--- src/design/afr_pkg.sv ---
`timescale 1ns / 1ps
// ----------------------------------------------------------------------------
// afr_pkg
// Shared constants and types of the addressed frame receiver.
// ----------------------------------------------------------------------------
package afr_pkg;

  // default number of payload bytes kept per frame
  localparam int unsigned PayloadCapacity = 16;

  // frame start marker and header length
  localparam logic [7:0] START_BYTE = 8'h3A;
  localparam int unsigned HeaderLen = 4;

  // input item opcodes
  localparam logic OP_LINE = 1'b0;
  localparam logic OP_ARM  = 1'b1;

  // frame completion notice from the receive side
  typedef struct packed {
    logic       valid;
    logic [7:0] count;
  } done_t;

  // header bytes as kept by the receive side
  typedef logic [HeaderLen-1:0][7:0] header_t;

endpackage

--- src/design/addressed_frame_receiver.sv ---
`timescale 1ns / 1ps
// ----------------------------------------------------------------------------
// addressed_frame_receiver
// Serial-bus frame receiver with address filter and buffered frame replay.
// ----------------------------------------------------------------------------
// Sequence: the frame end beat starts a burst of 4 + min(count,
//   PayloadCapacity) output beats, each a payload memory read state,
//   then an output beat state that holds while the output stalls.
// Throughput: one input beat per cycle; input stalls for the whole burst,
//   set by the emission sequencer and the single payload read port.
// Reset: asynchronous active low; clears phase, index, expected address and
//   the emitter; header and payload stores are not cleared.
// ----------------------------------------------------------------------------
module addressed_frame_receiver #(
  parameter int unsigned PayloadCapacity = afr_pkg::PayloadCapacity
) (
  input  logic       clk_i,
  input  logic       rst_ni,
  input  logic       in_valid_i,
  output logic       in_stall_o,
  input  logic       opcode_i,
  input  logic [7:0] data_byte_i,
  output logic       out_valid_o,
  input  logic       out_stall_i,
  output logic [7:0] out_byte_o,
  output logic       last_o,
  output logic       truncated_o
);

  import afr_pkg::*;

  localparam int unsigned AddrW = (PayloadCapacity > 1) ? $clog2(PayloadCapacity) : 1;

  logic             accept;
  logic             busy;
  header_t          header;
  done_t            done;
  logic             we;
  logic [AddrW-1:0] waddr;
  logic [7:0]       wdata;
  logic             re;
  logic [AddrW-1:0] raddr;
  logic [7:0]       rdata;

  // input beat handshake
  assign in_stall_o = busy;
  assign accept     = in_valid_i && !busy;

  afr_rx_ctrl #(
    .Capacity (PayloadCapacity),
    .AddrW    (AddrW)
  ) u_rx (
    .clk_i       (clk_i),
    .rst_ni      (rst_ni),
    .accept_i    (accept),
    .opcode_i    (opcode_i),
    .data_byte_i (data_byte_i),
    .header_o    (header),
    .done_o      (done),
    .we_o        (we),
    .waddr_o     (waddr),
    .wdata_o     (wdata)
  );

  afr_payload_ram #(
    .Depth (PayloadCapacity),
    .AddrW (AddrW)
  ) u_ram (
    .clk_i   (clk_i),
    .we_i    (we),
    .waddr_i (waddr),
    .wdata_i (wdata),
    .re_i    (re),
    .raddr_i (raddr),
    .rdata_o (rdata)
  );

  afr_emit_seq #(
    .Capacity (PayloadCapacity),
    .AddrW    (AddrW)
  ) u_emit (
    .clk_i       (clk_i),
    .rst_ni      (rst_ni),
    .done_i      (done),
    .header_i    (header),
    .rdata_i     (rdata),
    .re_o        (re),
    .raddr_o     (raddr),
    .busy_o      (busy),
    .out_valid_o (out_valid_o),
    .out_stall_i (out_stall_i),
    .out_byte_o  (out_byte_o),
    .last_o      (last_o),
    .truncated_o (truncated_o)
  );

  // output beats only while input is held off
  a_emit_blocks_input: assert property (@(posedge clk_i) disable iff (!rst_ni)
    out_valid_o |-> in_stall_o)
    else $error("output beat while input open");

  // burst ends after the last beat is taken
  a_last_ends_burst: assert property (@(posedge clk_i) disable iff (!rst_ni)
    (out_valid_o && !out_stall_i && last_o) |=> !out_valid_o && !in_stall_o)
    else $error("burst continues after last beat");

  // truncation flag constant within a burst
  a_trunc_steady: assert property (@(posedge clk_i) disable iff (!rst_ni)
    (out_valid_o && !out_stall_i && !last_o) |=> truncated_o == $past(truncated_o))
    else $error("truncation flag changed within burst");

endmodule

--- src/design/afr_payload_ram.sv ---
`timescale 1ns / 1ps
// ----------------------------------------------------------------------------
// afr_payload_ram
// Payload store: one write port, one read port with registered data.
// ----------------------------------------------------------------------------
module afr_payload_ram #(
  parameter int unsigned Depth = 16,
  parameter int unsigned AddrW = 4
) (
  input  logic             clk_i,
  input  logic             we_i,
  input  logic [AddrW-1:0] waddr_i,
  input  logic [7:0]       wdata_i,
  input  logic             re_i,
  input  logic [AddrW-1:0] raddr_i,
  output logic [7:0]       rdata_o
);

  logic [7:0] mem_q [Depth];
  logic [7:0] rdata_q;

  // write port
  always_ff @(posedge clk_i) begin
    if (we_i) begin
      mem_q[waddr_i] <= wdata_i;
    end
  end

  // registered read port
  always_ff @(posedge clk_i) begin
    if (re_i) begin
      rdata_q <= mem_q[raddr_i];
    end
  end

  assign rdata_o = rdata_q;

endmodule

--- src/design/afr_rx_ctrl.sv ---
`timescale 1ns / 1ps
// ----------------------------------------------------------------------------
// afr_rx_ctrl
// Receive sequencer: frame start, header capture, address match, payload store.
// ----------------------------------------------------------------------------
module afr_rx_ctrl #(
  parameter int unsigned Capacity = afr_pkg::PayloadCapacity,
  parameter int unsigned AddrW    = 4
) (
  input  logic             clk_i,
  input  logic             rst_ni,
  input  logic             accept_i,
  input  logic             opcode_i,
  input  logic [7:0]       data_byte_i,
  output afr_pkg::header_t header_o,
  output afr_pkg::done_t   done_o,
  output logic             we_o,
  output logic [AddrW-1:0] waddr_o,
  output logic [7:0]       wdata_o
);

  import afr_pkg::*;

  localparam logic [1:0] PH_IDLE = 2'd0;
  localparam logic [1:0] PH_HDR  = 2'd1;
  localparam logic [1:0] PH_PAY  = 2'd2;

  localparam logic [8:0] CapW = 9'(Capacity);
  localparam logic [7:0] LastHdr = 8'(HeaderLen - 1);

  logic [1:0] phase_q, phase_d;
  logic [7:0] idx_q, idx_d;
  logic [7:0] exp_q, exp_d;
  header_t    hdr_q, hdr_d;
  logic       complete;
  logic       we;

  // frame sequencer
  always_comb begin
    phase_d  = phase_q;
    idx_d    = idx_q;
    exp_d    = exp_q;
    hdr_d    = hdr_q;
    complete = 1'b0;
    we       = 1'b0;
    if (accept_i) begin
      if (opcode_i == OP_ARM) begin
        exp_d = data_byte_i;
      end else begin
        unique case (phase_q)
          PH_PAY: begin
            if (idx_q < hdr_q[HeaderLen-1]) begin
              we    = ({1'b0, idx_q} < CapW);
              idx_d = idx_q + 8'd1;
            end else begin
              phase_d  = PH_IDLE;
              complete = 1'b1;
            end
          end
          PH_HDR: begin
            if (data_byte_i != START_BYTE) begin
              hdr_d[idx_q[1:0]] = data_byte_i;
              if (idx_q == LastHdr) begin
                idx_d = 8'd0;
                if (hdr_q[0] == exp_q) begin
                  exp_d   = 8'd0;
                  phase_d = PH_PAY;
                end else begin
                  phase_d = PH_IDLE;
                end
              end else begin
                idx_d = idx_q + 8'd1;
              end
            end
          end
          default: begin
            if (data_byte_i == START_BYTE) begin
              phase_d = PH_HDR;
              idx_d   = 8'd0;
            end
          end
        endcase
      end
    end
  end

  // control state
  always_ff @(posedge clk_i or negedge rst_ni) begin
    if (!rst_ni) begin
      phase_q <= PH_IDLE;
      idx_q   <= 8'd0;
      exp_q   <= 8'd0;
    end else begin
      phase_q <= phase_d;
      idx_q   <= idx_d;
      exp_q   <= exp_d;
    end
  end

  // header bytes
  always_ff @(posedge clk_i) begin
    hdr_q <= hdr_d;
  end

  assign header_o     = hdr_q;
  assign done_o.valid = complete;
  assign done_o.count = hdr_q[HeaderLen-1];
  assign we_o         = we;
  assign waddr_o      = idx_q[AddrW-1:0];
  assign wdata_o      = data_byte_i;

endmodule

--- src/design/afr_emit_seq.sv ---
`timescale 1ns / 1ps
// ----------------------------------------------------------------------------
// afr_emit_seq
// Emission sequencer: steps through header then stored payload, one beat each.
// ----------------------------------------------------------------------------
module afr_emit_seq #(
  parameter int unsigned Capacity = afr_pkg::PayloadCapacity,
  parameter int unsigned AddrW    = 4
) (
  input  logic             clk_i,
  input  logic             rst_ni,
  input  afr_pkg::done_t   done_i,
  input  afr_pkg::header_t header_i,
  input  logic [7:0]       rdata_i,
  output logic             re_o,
  output logic [AddrW-1:0] raddr_o,
  output logic             busy_o,
  output logic             out_valid_o,
  input  logic             out_stall_i,
  output logic [7:0]       out_byte_o,
  output logic             last_o,
  output logic             truncated_o
);

  import afr_pkg::*;

  localparam logic [1:0] ST_IDLE = 2'd0;
  localparam logic [1:0] ST_READ = 2'd1;
  localparam logic [1:0] ST_SHOW = 2'd2;

  localparam logic [8:0] CapW = 9'(Capacity);
  localparam logic [8:0] HdrW = 9'(HeaderLen);

  logic [1:0] st_q, st_d;
  logic [8:0] k_q, k_d;
  logic [8:0] total_q, total_d;
  logic       trunc_q, trunc_d;
  logic       trunc_new;
  logic [8:0] n_new;
  logic [8:0] k_next;
  logic       is_last;

  // payload length and truncation for a finished frame
  assign trunc_new = ({1'b0, done_i.count} > CapW);
  assign n_new     = trunc_new ? CapW : {1'b0, done_i.count};
  assign k_next    = k_q + 9'd1;
  assign is_last   = (k_next == total_q);

  // beat sequencer
  always_comb begin
    st_d    = st_q;
    k_d     = k_q;
    total_d = total_q;
    trunc_d = trunc_q;
    unique case (st_q)
      ST_READ: st_d = ST_SHOW;
      ST_SHOW: begin
        if (!out_stall_i) begin
          if (is_last) begin
            st_d = ST_IDLE;
          end else begin
            k_d  = k_next;
            st_d = ST_READ;
          end
        end
      end
      default: begin
        if (done_i.valid) begin
          k_d     = 9'd0;
          total_d = HdrW + n_new;
          trunc_d = trunc_new;
          st_d    = ST_READ;
        end
      end
    endcase
  end

  always_ff @(posedge clk_i or negedge rst_ni) begin
    if (!rst_ni) begin
      st_q    <= ST_IDLE;
      k_q     <= 9'd0;
      total_q <= 9'd0;
      trunc_q <= 1'b0;
    end else begin
      st_q    <= st_d;
      k_q     <= k_d;
      total_q <= total_d;
      trunc_q <= trunc_d;
    end
  end

  // payload read address runs behind the header
  logic [8:0] paddr;
  assign paddr   = k_q - HdrW;
  assign re_o    = (st_q == ST_READ);
  assign raddr_o = paddr[AddrW-1:0];

  assign busy_o      = (st_q != ST_IDLE);
  assign out_valid_o = (st_q == ST_SHOW);
  assign out_byte_o  = (k_q < HdrW) ? header_i[k_q[1:0]] : rdata_i;
  assign last_o      = is_last;
  assign truncated_o = trunc_q;

endmodule
--- config.mk ---
export PLATFORM = sky130hd
export DESIGN_NAME = addressed_frame_receiver
export DESIGN_NICKNAME = d
export VERILOG_FILES = /design/src/design/afr_pkg.sv /design/src/design/addressed_frame_receiver.sv /design/src/design/afr_payload_ram.sv /design/src/design/afr_rx_ctrl.sv /design/src/design/afr_emit_seq.sv
export SDC_FILE = /design/constraint.sdc
export NUM_CORES = 1
export LEC_CHECK = 0
export BUFFER_PORTS_ARGS = -buffer_cell sky130_fd_sc_hd__buf_2
export CORE_MARGIN = 8
export CORE_UTILIZATION = 62
export CTS_CLUSTER_DIAMETER = 30
export DETAILED_ROUTE_END_ITERATION = 8
export PLACE_DENSITY = 0.79
export SETUP_SLACK_MARGIN = 0.05
export SLEW_MARGIN = 15
export SYNTH_ARGS = -nofsm -noshare
export SYNTH_HDL_FRONTEND = slang
export SYNTH_SLANG_ARGS = --single-unit
--- constraint.sdc ---
create_clock -name clk_i -period 3.3 [get_ports clk_i]
set_clock_uncertainty 0.15 [all_clocks]
set_input_delay 0.165 -clock clk_i [delete_from_list [all_inputs] [get_ports clk_i]]
set_output_delay 0.165 -clock clk_i [all_outputs]
set_load 0.01 [all_outputs]
Yosys cells after proc, flatten, opt, wreduce, memory -nomap -nowiden:

Memory sizes are Yosys's and may differ from the RTL's. A register that Yosys moved wholly into a read port is not among the register bits.
Cells that the tools add are included.

* $add $sub $neg: 4
* order comparisons: 7
* equal/unequal tests: 15
* mux-type cells: 41
* bitwise logic cells: 3
* reductions and logical operators: 19

Operator list (number)
* 2-to-1 mux 8 bit: 13
* bitwise mux 32 bit: 1
* 2-to-1 mux 9 bit: 3
* one-hot mux 9 bit (2 select lines): 1
* binary-select mux 8 bit (select 2 bit): 1
* demux 8 bit (select 2 bit): 1
* one-hot mux 8 bit (2 select lines): 1
* 2-to-1 mux 2 bit: 7
* nonzero test 2 bit: 6
* 2-to-1 mux 1 bit: 11
* AND reduction 5 bit: 2
* adder 3 x 9 -> 9 bit, first input constant: 1
* adder 9 x 1 -> 9 bit, second input constant: 1
* == test 9 bit: 1
* < comparator 9 x 3 -> 1 bit, second input constant: 1
* adder 8 x 1 -> 8 bit, second input constant: 1
* == test 8 x 2 -> 1 bit, second input constant: 1
* == test 8 x 6 -> 1 bit, second input constant: 1
* == test 8 bit: 1
* greater-than comparator 8 x 5 -> 1 bit, second input constant: 1
* < comparator 8 x 5 -> 1 bit, second input constant: 1
* < comparator 8 bit: 1
* != test 8 x 6 -> 1 bit, second input constant: 1
* one-hot mux 2 bit (2 select lines): 2
* 15 further kinds: 28

* register bits: 71
* bits in writable memories: 128
* input bits: 13
* output and inout port bits: 12
* memories kept: 1

Memories
* u_ram.mem_q: depth 16, bits a word 8, rd ports 1, clocked after memory_dff 1, write ports 1, line afr_payload_ram.sv:19 `logic [7:0] mem_q [Depth];`

Longest topological paths before layout:

Gate-level depths: netlist of run 1.

* word-level depth: 7
* depth in mapped cells: 10

Cells and area by module:

From an unflattened synthesis of run 1, not the netlist that was laid out.

* cell total of the unflattened synthesis: 612
* area total of the unflattened synthesis: 9519.1 µm²

Modules (own cells, without submodules)
* afr_payload_ram: instances 1, cells each 229, area each 5227.5 µm², sequential area each 4083.9 µm²
* afr_rx_ctrl: instances 1, cells each 207, area each 2549.9 µm², sequential area each 1411.4 µm²
* afr_emit_seq: instances 1, cells each 175, area each 1727.9 µm², sequential area each 525.5 µm²
* addressed_frame_receiver: instances 1, cells each 1, area each 13.8 µm², sequential area each 0.0 µm²

Worst setup path after synthesis of run 1:

No wires, ideal clock.

* kind: reg2reg
* start: register u_rx.idx_q[1]
* end: memory u_ram.mem_q[3][0], enable pin
* data arrival time: 2.485 ns
* setup slack: 0.282 ns
* cell stages (with the launch flop): 8
* path buffers: 0
* clock period less this slack: 3.018 ns
* cell sequence: dfrtp_1 > ha_1 > a2111o_1 > a31oi_1 > o21ai_1 > nor3_1 > nand2_1 > nor3_1

* longest elaborated chain between the ends: 7

RTL lines
* start, declared: line afr_rx_ctrl.sv:32 `logic [7:0] idx_q, idx_d;`
* start signal, assigned: line afr_rx_ctrl.sv:95 `idx_q <= idx_d;`
* < comparator 8 x 5 -> 1 bit / < comparator 8 bit (equally long branches): line afr_rx_ctrl.sv:53, afr_rx_ctrl.sv:52
* 2-to-1 mux 1 bit: line afr_rx_ctrl.sv:52 `if (idx_q < hdr_q[HeaderLen-1]) begin`
* 2-to-1 mux 1 bit: line afr_rx_ctrl.sv:50 `unique case (phase_q)`
* 2-to-1 mux 1 bit: line afr_rx_ctrl.sv:47 `if (opcode_i == OP_ARM) begin`
* 2-to-1 mux 1 bit: line afr_rx_ctrl.sv:46 `if (accept_i) begin`
* 2-to-1 mux 1 bit: line afr_payload_ram.sv:24 `if (we_i) begin`
* 2-to-1 mux 1 bit (implied by the code): line afr_payload_ram.sv:25 `mem_q[waddr_i] <= wdata_i;`
* end, declared: line afr_payload_ram.sv:19

Parallel ways exist; a longest one is shown, timed or not.

Worst setup path after layout of run 1:

* start: register u_emit.k_q[2]
* end: output port last_o

* longest elaborated chain between the ends: 2

RTL lines
* start, declared: line afr_emit_seq.sv:35 `logic [8:0] k_q, k_d;`
* start signal, assigned: line afr_emit_seq.sv:86 `k_q <= k_d;`
* adder 9 x 1 -> 9 bit: line afr_emit_seq.sv:46 `assign k_next = k_q + 9'd1;`
* == test 9 bit: line afr_emit_seq.sv:47 `assign is_last = (k_next == total_q);`
* end, declared: line addressed_frame_receiver.sv:26 `output logic last_o,`

Every way passes these cells.

==> impl_metrics.env, run 1 <==
export IMPL_final_common_cell="edfxtp_1"
export IMPL_worstSetupStartpointType="register"
export IMPL_synth_top_area_share=0.556
export IMPL_slew_viol_final=0
export IMPL_arrival_ps=2760
export IMPL_yosysTopAreaCell="edfxtp_1"
export IMPL_cts_buffers=37
export IMPL_relSlewSlack=0.390
export IMPL_worstMarginPinSlew_ps=915
export IMPL_antenna_found_initial=0
export IMPL_synth_async_sr_flop_share=0.188
export IMPL_setup_viol=0
export IMPL_ant_nets=0
export IMPL_syn_area_mm2=0.00907
export IMPL_setup_worst_path_end="last_o"
export IMPL_post_drt_via_cell_ratio=6.58
export IMPL_r2r_cells=8
export IMPL_cp_top_family="compound AO/OA/AOI/OAI gates"
export IMPL_clock_path_buffers=3
export IMPL_fp_dieH_um=137
export IMPL_postCtsSetupRepairBufs=0
export IMPL_cap_violations=0
export IMPL_drive_gt1_frac=0.292
export IMPL_clock_sinks=207
export IMPL_hpwl_um=13400
export IMPL_gp_congestion=0.914
export IMPL_cp_required_ps=2980
export IMPL_hold_class="in -> reg"
export IMPL_rr_startpoint="u_rx.idx_q[1]$_DFFE_PN0P_"
export IMPL_vdd_ir_drop_max_mv=0.579
export IMPL_leakagePower_nw=3.95
export IMPL_synthesis_nets=588
export IMPL_grtUsageMet3=0.0576
export IMPL_cts_root_buf="clkbuf_16"
export IMPL_critPathMaxStageDelay_ps=420
export IMPL_synth_cell_types=58
export IMPL_synth_seq_cells=207
export IMPL_num_rows=44
export IMPL_drc=0
export IMPL_grt_pass1_wl_um=34400
export IMPL_hold_ws_ps=6.70
export IMPL_yosysWarnings=0
export IMPL_synth_area_leaders="edfxtp_1 56%, mux4_2 12%, dfrtp_1 11%"
export IMPL_yosysSeqAreaShare=0.664
export IMPL_power_density_mw_per_mm2=821
export IMPL_dpl_worst_slack_ps=190
export IMPL_num_nets_final=664
export IMPL_crit_path_end_kind="output port"
export IMPL_clk_pin_slew_ps=60
export IMPL_rsz0062_at_grt="no"
export IMPL_use_met2=0.391
export IMPL_synthCells=555
export IMPL_synth_edf_count=168
export IMPL_htreeDepth=2
export IMPL_grt_use_total=0.251
export IMPL_path_max_fanout=14
export IMPL_setup_tns_ps=0
export IMPL_routed_wl_um=22400
export IMPL_vias=5554
export IMPL_reg2reg_to="u_ram.mem_q[13][0]$_DFFE_PP_"
export IMPL_grt_busiest_layer="met2"
export IMPL_cts_tree="done"
export IMPL_critPathSlowestCell="a2111oi_4"
export IMPL_dieWidth_um=137
export IMPL_wire_per_inst_um=26.5
export IMPL_core_area_mm2=0.0144
export IMPL_grt_max_degree=45
export IMPL_fin_ws_ps=228
export IMPL_design_area_mm2=0.0108
export IMPL_status="finished clean"
export IMPL_timing_fmax_mhz=326
export IMPL_finalHoldViolCount=0
export IMPL_diodes=0
export IMPL_path_cells="buf_4 > nand3_2 > a2111oi_2 > o21ai_0 > a2111oi_4 > buf_4 > buf_2"
export IMPL_port_buffers=24
export IMPL_overflow=0
export IMPL_critPathKind="reg -> out"
export IMPL_first_pass_iters=4
export IMPL_die_area_mm2=0.0187
export IMPL_r2r_slack_ps=260
export IMPL_startpoint="u_emit.k_q[2]$_DFFE_PN0P_"
export IMPL_pin_count=25
export IMPL_initialDrtViolationCount=655
export IMPL_area_growth_pct=19.3
export IMPL_crit_buf_inv=3
export IMPL_use_met1=0.339
export IMPL_insertion_delay_ps=530
export IMPL_fin_crit_sh=0.931
export IMPL_avgSynthCellArea_um2=16.3
export IMPL_layout_common_cells="168 x edfxtp_1, 48 x mux4_2, 38 x dfrtp_1, 37 x clkbuf_16, 30 x o21ai_0"
export IMPL_worst_path_most_repeated_cell="buf_4"
export IMPL_fin_crit_ps=3070
export IMPL_initial_core_util=0.629
export IMPL_cp_num_cells=7
export IMPL_dpl_cell_area_mm2=0.00955
export IMPL_ys_flop_type="edfxtp_1"
export IMPL_grt_pass1_vias=5655
## timing repair
action	CTS	global route
resized for setup	1	7
gates cloned	0	0
setup endpoints to repair	1	129
hold endpoints to repair	82	0
hold buffers	4	0
## how the worst min path moves through the flow
| stage | startpoint | end | slack, ps | cells past startpoint |
|---|---|---|---|---|
| after global routing | data_byte_i[0] | u_ram.mem_q[9][0]$_DFFE_PP_ | 10 | 2 |
| after CTS | data_byte_i[0] | u_ram.mem_q[9][0]$_DFFE_PP_ | 2 | 2 |
| after detailed placement | rst_ni | u_emit.total_q[5]$_DFFE_PN0P_ | 190 | 1 |
| final | data_byte_i[0] | u_ram.mem_q[9][0]$_DFFE_PP_ | 7 | 2 |
| after global placement | rst_ni | u_emit.total_q[7]$_DFFE_PN0P_ | 170 | 1 |
| after floorplan | rst_ni | u_emit.k_q[0]$_DFFE_PN0P_ | -280 | 0 |
## logic make-up after synthesis
family                   Yosys count  synth area share
flip-flops                       207             0.664
XOR/XNOR                          19            0.0184
adder cells (fa/ha/maj)           20            0.0276
buffers and inverters             42            0.0193
AND/OR/NAND/NOR                  128            0.0758
multiplexers                      61             0.135
AO/OA/AOI/OAI                     78            0.0599
## per-layer routing
layer	vias to the layer above	routed length (µm)
met2	351	10800
met3	51	2170
met4	0	582
met1	2815	8800
li1	2337	-
met5	-	0
## cell type report
cell class              instances  area (µm²)
flip-flops and latches        207        6020
multi-input cells             306        2880
inverters                      20        75.1
repair buffers                 59         409
fillers                       808        3610
well taps                     184         230
clock inverters                25         235
clock buffers                  43         958
## state kept, by name, indices dropped and copies added, names as in the netlist
signal	flops
u_rx.idx_q	8
u_emit.st_q	2
u_rx.done_o	8
u_emit.total_q	9
u_ram.rdata_o	8
u_ram.mem_q	128
u_rx.header_o	24
u_rx.exp_q	8
u_emit.k_q	9
u_rx.phase_q	2
u_emit.truncated_o	1
## Yosys cell counts, drive strengths merged (2+ instances only)
master   number
edfxtp      168
mux4         48
dfrtp        39
o21ai        31
nand2        26
nor2         24
ha           20
inv          20
xnor2        17
nand3        14
and2         11
buf          11
nand2b       11
clkbuf       10
mux2         10
nor3          9
a22o          8
a21oi         7
o21a          6
nand4         5
o31ai         5
or2           5
a2111oi       4
a21o          4
nor4          4
or3           4
and3          3
mux2i         3
nor2b         3
or4           3
a31oi         2
o211ai        2
o22ai         2
or4b          2
xor2          2
## worst register-to-register path: stages, from the launching register on
cell and delay (ps):
dfrtp_1 460, ha_1 310, a2111o_1 370, a31oi_1 210
o21ai_1 160, nor3_2 390, nand2_1 240, nor2_1 210
buf_4 230
## power by group
| part | total [mW] | switching (mW) | leakage (nW) | internal [mW] |
|---|---|---|---|---|
| Sequential | 3.21 | 0.154 | 2.01 | 3.06 |
| Clock | 3.59 | 1.32 | 0.581 | 2.27 |
| Combinational | 2.08 | 1.12 | 1.36 | 0.954 |
## through the flow
step | utilization | power [mW] | cells
after floorplan | - | 4.69 | 555
after global placement | 0.662 | 5.17 | 772
after detailed placement | 0.662 | 5.23 | 772
after CTS | 0.748 | 8.87 | 844
after global routing | 0.750 | 9.19 | 844
final | 0.750 | 8.88 | 844
Power figures use the tool's default switching activity.
==> run 2, diff against run 1 <==
- CORE_UTILIZATION: 62 -> 55
- PLACE_DENSITY: 0.79 -> 0.85
- clock period: 3.3 -> 2.57 ns (I/O delays scaled with it)
==> run 2 against run 1 <==
The flow now finishes with violations (setup timing). Hold slack better by 78 ps. Final cell count up 12%. Clock power up 19%. Register-to-register slack worse by 630 ps. Global-route usage up 4.0 points. Sequential share of layout area down 6.6 points. Count of clock-buffer cells in the layout down 6. Die area up 11%. Routed wire length up 57%. Final area up 14%. Critical path type is now reg -> reg. Largest cell class unchanged.
==> impl_metrics.env, run 2 (synthesized netlist as in run 1, its figures left out) <==
export IMPL_rsz0062_at_grt="yes"
export IMPL_setup_tns_ps=-18820
export IMPL_clk_pin_slew_ps=70
export IMPL_initial_core_util=0.555
export IMPL_worstHoldPathCells=4
export IMPL_final_common_cell="edfxtp_1"
export IMPL_layout_common_cells="168 x edfxtp_1, 66 x buf_4, 48 x mux4_2, 35 x dfrtp_1, 33 x clkbuf_16"
export IMPL_grt_pass1_wl_um=42900
export IMPL_grt_max_degree=41
export IMPL_rr_startpoint="u_emit.k_q[3]$_DFFE_PN0P_"
export IMPL_dieWidth_um=144
export IMPL_leakagePower_nw=4.48
export IMPL_largest_reg_flops=128
export IMPL_vias=6825
export IMPL_min_from="in_valid_i"
export IMPL_clock_path_buffers=3
export IMPL_design_area_mm2=0.0123
export IMPL_largest_register="u_ram.mem_q"
export IMPL_drc=0
export IMPL_r2r_slack_ps=-370
export IMPL_violations="setup timing"
export IMPL_clock_sinks=207
export IMPL_r2r_cells=10
export IMPL_routed_wl_um=35200
export IMPL_cp_required_ps=2900
export IMPL_nFillCells=783
export IMPL_cap_violations=0
export IMPL_antenna_found_initial=6
export IMPL_finalHoldViolCount=0
export IMPL_status="complete, but fails checks"
export IMPL_fin_crit_ps=2940
export IMPL_crit_path_end_kind="register"
export IMPL_dpl_cell_area_mm2=0.0102
export IMPL_initialDrtViolationCount=960
export IMPL_port_buffers=24
export IMPL_htreeDepth=1
export IMPL_total_power_mw=12.7
export IMPL_cts_buffers=31
export IMPL_setup_viol=156
export IMPL_holdPathEnd="u_rx.exp_q[5]$_DFFE_PN0P_"
export IMPL_overflow=0
export IMPL_hold_class="in -> reg"
export IMPL_area_growth_pct=35.5
export IMPL_core_area_mm2=0.0163
export IMPL_grt_pass1_vias=6559
export IMPL_reg2reg_to="u_emit.k_q[8]$_DFFE_PN0P_"
export IMPL_insertion_delay_ps=590
export IMPL_path_max_fanout=3
export IMPL_vdd_ir_drop_max_mv=0.661
export IMPL_critPathKind="reg -> reg"
export IMPL_fin_ws_ps=-370
export IMPL_timing_fmax_mhz=340
export IMPL_num_rows=47
export IMPL_fin_util=0.751
export IMPL_fin_crit_sh=1.14
export IMPL_slew_viol_final=0
export IMPL_die_area_mm2=0.0208
export IMPL_gp_congestion=0.903
export IMPL_worstMarginPinSlew_ps=954
export IMPL_grt_use_total=0.291
export IMPL_first_pass_iters=5
export IMPL_relSlewSlack=0.364
export IMPL_fp_dieH_um=144
export IMPL_cts_tree="done"
export IMPL_ant_nets=0
export IMPL_post_drt_via_cell_ratio=7.21
export IMPL_arrival_ps=3270
export IMPL_num_nets_final=733
export IMPL_worstSetupStartpointType="register"
export IMPL_hold_ws_ps=84.7
export IMPL_pin_count=25
export IMPL_drive_gt1_frac=0.448
export IMPL_cts_root_buf="clkbuf_16"
export IMPL_power_density_mw_per_mm2=1030
export IMPL_wire_per_inst_um=37.2
export IMPL_hpwl_um=14400
-- run 2: cell type report --
| type | instances | area [µm²] | share of cell area |
|---|---|---|---|
| Clock buffer | 37 | 820 | 0.0667 |
| Inverter | 20 | 75.1 | 0.00611 |
| Sequential cell | 207 | 6030 | 0.491 |
| Antenna cell | 2 | 5.00 | 0.000407 |
| Timing Repair Buffer | 134 | 1390 | 0.113 |
| Multi-Input combinational cell | 306 | 3480 | 0.283 |
| Clock inverter | 21 | 221 | 0.0180 |
| Tap cell | 220 | 275 | 0.0224 |
-- run 2: repair_timing --
action                                 in CTS  in global routing
pin swaps                                  25                 30
cloned                                      1                  2
endpoints found under the hold margin     207                  0
hold buffers                               10                  0
setup endpoints to repair                 156                174
resized for setup                          60                 69
setup buffers                              12                 25
-- run 2: stage by stage --
| stage | std cells | setup WS, ps |
|---|---|---|
| floorplan | 555 | -37.2 |
| global placement | 840 | -96.5 |
| detailed placement | 840 | -189 |
| CTS | 921 | -115 |
| global route | 945 | -400 |
| finish | 947 | -370 |
-- run 2: layer usage --
layer	GRT usage	part of all wire
met3	0.0815	0.14
met4	0.166	0.085
met1	0.324	0.30
met2	0.494	0.46
met5	0	0.0021
-- run 2: worst max path at each step --
stage / to / start / slack [ps]
after CTS: last_o / u_emit.k_q[0]$_DFFE_PN0P_ / -120
after detailed placement: u_ram.mem_q[2][3]$_DFFE_PP_ / u_rx.done_o[1]$_DFFE_PP_ / -190
final: u_emit.k_q[8]$_DFFE_PN0P_ / u_emit.k_q[3]$_DFFE_PN0P_ / -370
after global routing: u_emit.k_q[8]$_DFFE_PN0P_ / u_emit.k_q[2]$_DFFE_PN0P_ / -400
after global placement: u_ram.mem_q[2][1]$_DFFE_PP_ / u_rx.done_o[1]$_DFFE_PP_ / -100
after floorplan: u_ram.mem_q[3][0]$_DFFE_PP_ / u_rx.idx_q[1]$_DFFE_PN0P_ / -40
-- run 2: worst max-delay path, cell delays in order, from the launching register on --
cell and delay (ps):
dfrtp_1 440, ha_4 180, nand4_1 150, buf_4 180, o21a_1 220, o221ai_2 250
a2111oi_4 90, buf_4 160, or3_4 380, or4b_1 530, nand3_1 110
-- run 2: report_power, final --
part	internal, mW	switching [mW]	total [mW]
Clock	2.53	1.76	4.29
Sequential	3.92	0.280	4.20
Combinational	1.87	2.33	4.20
==> run 3, diff against run 2 <==
- RECOVER_POWER: not set -> 25
==> run 3 against run 2 <==
Worst setup slack improved by 6.6 ps. The flow still finishes with violations (setup timing). Die area unchanged. Sequential power about the same. Final cell count decreased by 0.11%. Register-to-register slack about the same. First-iteration DRC count increased by 4.4%. Final area decreased by 0.20%. Via count increased by 0.75%.
==> impl_metrics.env, run 3 (synthesized netlist as in run 1, its figures left out) <==
export IMPL_r2r_cells=10
export IMPL_post_drt_via_cell_ratio=7.27
export IMPL_ant_nets=0
export IMPL_overflow=0
export IMPL_use_met2=0.494
export IMPL_power_density_mw_per_mm2=1040
export IMPL_area_growth_pct=35.2
export IMPL_use_met1=0.324
export IMPL_layout_common_cells="168 x edfxtp_1, 61 x buf_4, 48 x mux4_2, 35 x dfrtp_1, 33 x clkbuf_16"
export IMPL_wire_per_inst_um=37.3
export IMPL_leakagePower_nw=4.46
export IMPL_num_nets_final=733
export IMPL_status="complete, but fails checks"
export IMPL_cts_buffers=31
export IMPL_insertion_delay_ps=580
export IMPL_grt_max_degree=41
export IMPL_violations="setup timing"
export IMPL_grt_pass1_vias=6559
export IMPL_arrival_ps=3260
export IMPL_clock_path_buffers=3
export IMPL_grt_busiest_layer="met2"
export IMPL_initialDrtViolationCount=1002
export IMPL_first_pass_iters=5
export IMPL_cp_required_ps=2900
export IMPL_hold_class="in -> reg"
export IMPL_drive_gt1_frac=0.437
export IMPL_worstHoldPathCells=4
export IMPL_initial_core_util=0.555
export IMPL_dieWidth_um=144
export IMPL_finalHoldViolCount=0
export IMPL_vdd_ir_drop_max_mv=0.660
export IMPL_crit_path_end_kind="register"
export IMPL_gp_congestion=0.903
export IMPL_setup_viol=153
export IMPL_num_rows=47
export IMPL_pin_count=25
export IMPL_cts_tree="done"
export IMPL_cap_violations=0
export IMPL_fin_ws_ps=-364
export IMPL_htreeDepth=1
export IMPL_rsz0062_at_grt="yes"
export IMPL_core_area_mm2=0.0163
export IMPL_worstSetupStartpointType="register"
export IMPL_place_inst=840
export IMPL_hold_ws_ps=81.7
export IMPL_grt_pass1_wl_um=42900
export IMPL_routed_wl_um=35300
export IMPL_total_power_mw=12.7
export IMPL_final_common_cell="edfxtp_1"
export IMPL_fin_cells=946
export IMPL_vias=6876
export IMPL_worst_path_most_repeated_cell="buf_4"
export IMPL_largest_register="u_ram.mem_q"
export IMPL_relSlewSlack=0.168
export IMPL_critPathSlowestCell="or4b_1"
export IMPL_path_max_fanout=4
export IMPL_critPathMaxStageDelay_ps=530
export IMPL_hpwl_um=14400
export IMPL_grt_use_total=0.291
export IMPL_largest_reg_flops=128
export IMPL_nFillCells=788
export IMPL_clk_pin_slew_ps=70
export IMPL_grtUsageMet3=0.0815
export IMPL_slew_viol_final=0
export IMPL_timing_fmax_mhz=341
export IMPL_cts_root_buf="clkbuf_16"
export IMPL_critPathKind="reg -> reg"
export IMPL_antenna_found_initial=6
export IMPL_die_area_mm2=0.0208
export IMPL_clock_sinks=207
export IMPL_worstMarginPinSlew_ps=1250
export IMPL_fin_crit_ps=2930
export IMPL_port_buffers=24
export IMPL_fin_crit_sh=1.14
export IMPL_path_cells="ha_4 > nand4_1 > buf_4 > o21a_1 > o221ai_2 > a2111oi_4 > buf_4 > or3_4 > or4b_1 > nand3_1"
export IMPL_r2r_slack_ps=-360
export IMPL_fp_dieH_um=144
export IMPL_drc=0
-- run 3: cell types whose count changed in the layout (fill, tap and decap cells not counted), sizes merged --
cell    delta
diode      -1
buf        -8
clkbuf     +8
-- run 3: per-stage QoR --
step / TNS (ps) / instance area, µm² / setup WS [ps] / utilization
2_1_floorplan: -2390 / 9190 / -37.2 / -
3_3_place_gp: -6630 / 10200 / -96.5 / 0.621
3_5_place_dp: -15910 / 10200 / -189 / 0.621
4_1_cts: -1860 / 11700 / -115 / 0.718
5_1_grt: -25990 / 12300 / -400 / 0.750
6_report: -16860 / 12300 / -364 / 0.750
-- run 3: layer usage --
layer / vias to the layer above / part of all wire
met5: - / 0.0018
met4: 10 / 0.085
met3: 269 / 0.15
met2: 731 / 0.46
met1: 3383 / 0.30
li1: 2483 / -
-- run 3: power by group --
part           internal [mW]  total [mW]  leakage [nW]  switching [mW]
clock                   2.53        4.29         0.508            1.76
sequential              3.92        4.20          2.01           0.278
combinational           1.87        4.20          1.94            2.33
total                   8.32        12.7          4.46            4.37
-- run 3: layout make-up --
class                      instances  area (µm²)  share of cell area
antenna                            1        2.50            0.000204
clock buffer                      37         820              0.0669
multi-input combinational        306        3480               0.284
sequential                       207        6030               0.492
inverter                          20        75.1             0.00612
tap                              220         275              0.0225
clock inverter                    21         221              0.0181
timing repair buffer             134        1360               0.111
-- run 3: critical path: cells and delay by family, from the launching register on --
family                     cells  cell delay [ps]
and+or+nand+nor                4             1170
adders and majority gates      1              180
AOI/OAI and AO/OA              3              570
DFF                            1              440
buffers and inverters          2              350
-- run 3: timing repair --
action                                 in CTS  in global routing
setup endpoints to repair                 156                174
gates resized for setup                    60                 69
pin swaps                                  25                 30
hold buffers                               10                  0
endpoints found under the hold margin     207                  0
gates cloned                                1                  2
setup buffers                              12                 25
-- run 3: worst paths after layout --
path / start / to
setup / recovery: u_emit.k_q[2]$_DFFE_PN0P_ / u_emit.k_q[8]$_DFFE_PN0P_
hold / removal: in_valid_i / u_rx.exp_q[5]$_DFFE_PN0P_
setup reg to reg: u_emit.k_q[2]$_DFFE_PN0P_ / u_emit.k_q[8]$_DFFE_PN0P_
hold reg to reg: u_emit.total_q[6]$_DFFE_PN0P_ / u_emit.total_q[6]$_DFFE_PN0P_
max in group asynchronous: rst_ni / u_emit.k_q[4]$_DFFE_PN0P_
min in group asynchronous: rst_ni / u_emit.total_q[3]$_DFFE_PN0P_
